===== src/hdl/ptx_pkg.sv =====
`timescale 1ns / 1ps
package ptx_pkg;

  localparam int COORD_W    = 32;
  localparam int COEF_W     = 32;
  localparam int PARAM_W    = 64;
  localparam int CFG_IDX_W  = 3;
  localparam int DATA_W     = 3 * COORD_W;

  localparam int DIFF_W     = COORD_W + 1;
  localparam int ROT1_W     = DIFF_W + 3;
  localparam int ROT2_W     = ROT1_W + 3;
  localparam int ROT3_W     = ROT2_W + 3;
  localparam int SP_W       = DIFF_W + COEF_W;
  localparam int SCALE_FRAC = 16;
  localparam int SCL_W      = SP_W - SCALE_FRAC;
  localparam int LIN_W      = SCL_W + 1;
  localparam int ROT_FRAC   = 30;
  localparam int ROT_SPLIT  = 20;

  localparam int ST_IN      = 0;
  localparam int ST_ROTX    = 1;
  localparam int ST_ROTY    = 4;
  localparam int ST_ROTZ    = 7;
  localparam int ST_OUT     = 10;
  localparam int PIPE_DEPTH = 11;

  typedef enum logic [1:0] {
    MODE_TRANSLATE = 2'd0,
    MODE_SCALE     = 2'd1,
    MODE_ROTATE    = 2'd2,
    MODE_PASS      = 2'd3
  } mode_e;

  typedef enum logic [CFG_IDX_W-1:0] {
    CFG_MODE     = 3'd0,
    CFG_ORIGIN_X = 3'd1,
    CFG_ORIGIN_Y = 3'd2,
    CFG_ORIGIN_Z = 3'd3,
    CFG_AXIS_X   = 3'd4,
    CFG_AXIS_Y   = 3'd5,
    CFG_AXIS_Z   = 3'd6
  } cfg_idx_e;

  typedef struct packed {
    logic mul;
    logic rnd;
    logic sum;
  } step_en_t;

endpackage


===== src/hdl/ptx_out_stage.sv =====
`timescale 1ns / 1ps
module ptx_out_stage #(
  parameter int COORD_WIDTH = 32
) (
  input  logic                                 clk_i,
  input  logic                                 en_i,
  input  ptx_pkg::mode_e                       mode_i,
  input  logic signed [ptx_pkg::COORD_W-1:0]   org_i [3],
  input  logic signed [ptx_pkg::ROT3_W-1:0]    rot_i [3],
  input  logic signed [ptx_pkg::LIN_W-1:0]     lin_i [3],
  output logic [ptx_pkg::DATA_W-1:0]           data_o,
  output logic                                 clip_o
);
  import ptx_pkg::*;

  localparam logic signed [LIN_W-1:0] SAT_MAX =
    {{(LIN_W - COORD_WIDTH + 1){1'b0}}, {(COORD_WIDTH - 1){1'b1}}};
  localparam logic signed [LIN_W-1:0] SAT_MIN = ~SAT_MAX;

  logic signed [LIN_W-1:0] val [3];
  logic signed [LIN_W-1:0] sat [3];
  logic [2:0]              ovf;
  logic [DATA_W-1:0]       data_q;
  logic                    clip_q;

  always_comb begin
    for (int i = 0; i < 3; i++) begin
      val[i] = (mode_i == MODE_ROTATE) ? LIN_W'(rot_i[i]) + LIN_W'(org_i[i]) : lin_i[i];
      ovf[i] = !((&val[i][LIN_W-1:COORD_WIDTH-1]) || !(|val[i][LIN_W-1:COORD_WIDTH-1]));
      sat[i] = ovf[i] ? (val[i][LIN_W-1] ? SAT_MIN : SAT_MAX) : val[i];
    end
  end

  always_ff @(posedge clk_i) begin
    if (en_i) begin
      for (int i = 0; i < 3; i++) begin
        data_q[i*COORD_W +: COORD_W] <= sat[i][COORD_W-1:0];
      end
      clip_q <= |ovf;
    end
  end

  assign data_o = data_q;
  assign clip_o = clip_q;

endmodule


===== config.mk =====
export PLATFORM = sky130hd
export DESIGN_NAME = ptx_out_stage
export DESIGN_NICKNAME = d
export VERILOG_FILES = /design/src/hdl/ptx_pkg.sv /design/src/hdl/ptx_out_stage.sv
export SDC_FILE = /design/constraint.sdc
export NUM_CORES = 1
export LEC_CHECK = 0
export ABC_CLOCK_PERIOD_IN_PS = 6000
export BUFFER_PORTS_ARGS = -buffer_cell sky130_fd_sc_hd__clkbuf_2
export CORE_AREA = 2 2 183 185
export CTS_BUF_LIST = sky130_fd_sc_hd__clkbuf_8
export CTS_CLUSTER_DIAMETER = 40
export CTS_CLUSTER_SIZE = 24
export DETAILED_ROUTE_END_ITERATION = 7
export DIE_AREA = 0 0 185 187
export PLACE_DENSITY = 0.67
export RECOVER_POWER = 50
export SYNTH_ARGS = -nofsm -noshare
export SYNTH_HDL_FRONTEND = slang
export SYNTH_SLANG_ARGS = --single-unit

===== constraint.sdc =====
create_clock -name clk_i -period 6 [get_ports clk_i]
set_input_delay 0.9 -clock clk_i [delete_from_list [all_inputs] [get_ports clk_i]]
set_output_delay 0.9 -clock clk_i [all_outputs]
set_load 0.01 [all_outputs]

# Word level (Yosys, flattened, before mapping)
# Cells that the tools add are included.
# Widths: inputs -> output; s select.
# word_totals
ff_bits	97
inputBits	376
# op_classes
n_addsub	3
eq_ne	1
n_mux	9
reduce_logical	16
# op_table
op	n
$mux 32	6
$mux 50	3
$add 42x32->43	3
$reduce_and 19->1	3
$reduce_or 19->1	3
$logic_not 1->1	6
$logic_or 1x1->1	3
$reduce_or 3->1	1
$eq 2x2->1 const B	1

# Logic depth before layout (Yosys ltp)
# logic_depth
ltp_word	7
mapped_depth	15
depth_no_buf	14

# Worst setup path before layout
# Ideal clock, no wire load.
# synth_path
kind	in2reg
start	in org_i[17] (netlist name)
end	reg data_q[66] (netlist: data_o[66]) (data pin)
setup_ns	0.270
arrival_ns	4.263
required_ns	5.730
slack_ns	1.467
path_stages	14
n_path_buf	2
path_cell_list	ha_1 clkbuf_1 nand3_1 or4_1 a21oi_2 o31ai_2 a21oi_4 a21oi_1 o31a_1 or4_1 or4b_4 o22ai_4 buf_12 mux2i_1
# synth_rtl
element	line	rtl
start: declaration	ptx_out_stage.sv:8	input logic signed [ptx_pkg::COORD_W-1:0] org_i [3],
end signal: indexed assignment	ptx_out_stage.sv:37	data_q[i*COORD_W +: COORD_W] <= sat[i][COORD_W-1:0];
end: declaration	ptx_out_stage.sv:23	logic [DATA_W-1:0] data_q;

==> impl_metrics.ini <==
[timing]
tightest_slew_ps = 2440
setup_violations = 0
period_share_pct = 80.7
hold_slack_ps = 844
fin_setup_tns_ps = 0
slew_viol_final = 100
period_minus_slack_ps = 4840
rsz0062_at_grt = no
clock.fmax_ghz = 0.207
hold_violations = 0
maxSlewHeadroom_pct = -62.7

[placed_design]
gp_congestion = 0.955
io_buffers = 472
hpwl_um = 41100

[floorplan]
coreArea_um2 = 32900
io_pins = 473
rows = 67
die_x_um = 185
die_y_um = 187
start_util_pct = 40.3
die_area_um2 = 34600

[cells_and_area]
area_growth_pct = 20.2
layout_commonest_cell = clkbuf_2
finalNetCount = 2609
final_cell_mix = 375 x clkbuf_2, 259 x nand2_1, 189 x a21oi_1
drive_above_1_share_pct = 20.2

[drt]
dr_total_vias = 15200
drt_iter0_markers = 1372
detailedRoute.firstPassIterationCount = 5
ant_nets = 0
drt_wl_total_um = 50400
drcViolationCount = 0
vias_per_cell = 5.93
wl_per_cell_um = 19.7

[status]
violations = max-capacitance violations, max-slew violations
status = finished with violations

[synth]
synth_area_leader_cell = edfxtp_1
syn_avg_cell_area_um2 = 7.70
synth_area_um2 = 13200
synth_warnings = 0
synthCells = 1719
synth_flop_cell = edfxtp_1
synthDistinctLibCells = 83
synth_nets = 2224
yosysTopAreaCellShare_pct = 22.0
ys_seq_area_share_pct = 22.0
ys_ff_latch = 97
async_reset_ff_share_pct = 0
synth_edf_count = 97
netlist_top_cells_area = edfxtp_1 22%, ha_1 12%, nand2_1 7.3%

[setup_path]
worstPathArrival_ps = 4980
path_cells = clkbuf_2 > ha_1 > nand2_1 > or4_1 > or3_1 > o32a_1 > a311oi_2 > o21a_1 > o2111ai_1 > a2111oi_0 > and4_1 > mux2_2 > a31oi_1
critPathKind = in2reg
cp_max_fo = 32
slowest_delay_ps = 640
path_buf_inv = 1
crit_required_ps = 6140
endpoint_kind = flop
start_kind = input pin
cp_slowest_cell = mux2_2
cp_top_family = compound AO/OA/AOI/OAI gates

[pwr]
ir_drop_v = 0.0000960
leakagePower_uw = 0.00674
p_per_area_nw_per_um2 = 171

[hold_path]
hold_depth = 3
hold_class = in2reg
min_to = data_o[0]$_DFFE_PP_
hold_start = lin_i[100]

[flow_run]
maxCapViolCount = 2

[cts]
tritoncts = done
clk_pin_slew_ps = 110
root_buffer = clkbuf_8
cts_buffer_depth = 2
cts_resized = 0
cts_htree_levels = 3
cts_buffers = 9
cts_num_sinks = 97
cts-hold-fix-buffers = 0
post-cts-setup-buffers = 0

[global_route]
grt_pass1_wl_um = 76900
antenna_found_initial = 4
gr-total-overflow = 0
grt_max_degree = 83
gr-usage-all-layers_pct = 27.9
grt_pass1_vias = 14300
[cells in the mapped netlist (all sizes together), types with 17 or more instances]
| library cell | n |
|---|---|
| nand2 | 259 |
| ha | 126 |
| nand3 | 48 |
| and4 | 18 |
| a31oi | 46 |
| o31ai | 19 |
| a21o | 40 |
| xor2 | 41 |
| mux2i | 53 |
| nand4 | 43 |
| inv | 38 |
| nor3 | 33 |
| o21ai | 145 |
| buf | 17 |
| xnor2 | 53 |
| nor2 | 80 |
| a21oi | 191 |
| o21a | 27 |
| o211ai | 17 |
| a211oi | 17 |
| o21bai | 17 |
| clkbuf | 91 |
| edfxtp | 97 |
[stage by stage]
| stage | cell area, um2 | power (uW) | utilization [%] | worst slack (ps) | std cells |
|---|---|---|---|---|---|
| final | 15900 | 2720 | 48.4 | 1160 | 2562 |
| after global routing | 15900 | 2890 | 48.4 | 805 | 2560 |
| after CTS | 16000 | 2720 | 48.7 | 1200 | 2557 |
| after detailed placement | 15800 | 2210 | 48.1 | 756 | 2541 |
| after global placement | 15800 | 2200 | 48.1 | 824 | 2541 |
| after floorplan | 13200 | 1730 | - | 1470 | 1719 |
[registers in the layout, indices dropped and copies added, names as in the netlist]
signal / count
clip_o: 1
data_o: 96
[report_power, final]
group	switching, uW	internal (uW)	leakage (uW)	total (uW)
clock network	275	235	0.000111	510
registers	21.8	835	0.000952	857
logic	831	519	0.00567	1350
total	1130	1590	0.00674	2720
[worst max-delay path by stage]
stage,startpoint,end,cells after the start
after global placement,org_i[77],data_o[16]$_DFFE_PP_,13
after detailed placement,org_i[80],data_o[4]$_DFFE_PP_,13
after floorplan,org_i[17],data_o[66]$_DFFE_PP_,14
final,org_i[80],data_o[4]$_DFFE_PP_,13
after global routing,org_i[80],data_o[18]$_DFFE_PP_,13
after CTS,org_i[80],data_o[4]$_DFFE_PP_,13
[layout make-up]
class                           instances  area, um2
Fill cell                            3421      17000
Multi-Input combinational cell       1476       9740
Sequential cell                        97       2910
Timing Repair Buffer                  482       2310
Tap cell                              448        561
Inverter                               38        143
Clock buffer                            9        124
Clock inverter                          7       93.8
Antenna cell                            5       12.5
[per-layer routing]
metal | GRT usage [%] | up-vias | routed length, um | part of all wire (%)
met5 | 0 | - | 0 | 0
met4 | 10.2 | 0 | 1700 | 3.4
met3 | 2.86 | 91 | 3630 | 7.2
met2 | 44.9 | 706 | 23000 | 46
met1 | 38.8 | 7131 | 22100 | 44
li1 | - | 7264 | - | -
[logic make-up (layout without fill, tap and decap cells)]
| kind of cell | after synthesis | in the layout | synth area share, % |
|---|---|---|---|
| AO/OA/AOI/OAI | 605 | 605 | 29.0 |
| other | 0 | 5 | 0 |
| multiplexers | 57 | 57 | 4.35 |
| AND/OR/NAND/NOR | 591 | 591 | 21.5 |
| XOR/XNOR | 94 | 94 | 6.22 |
| buffers and inverters | 146 | 536 | 4.56 |
| flip-flops | 97 | 97 | 22.0 |
| adder cells (fa/ha/maj) | 129 | 129 | 12.4 |
(Power assumes the default switching activity.)
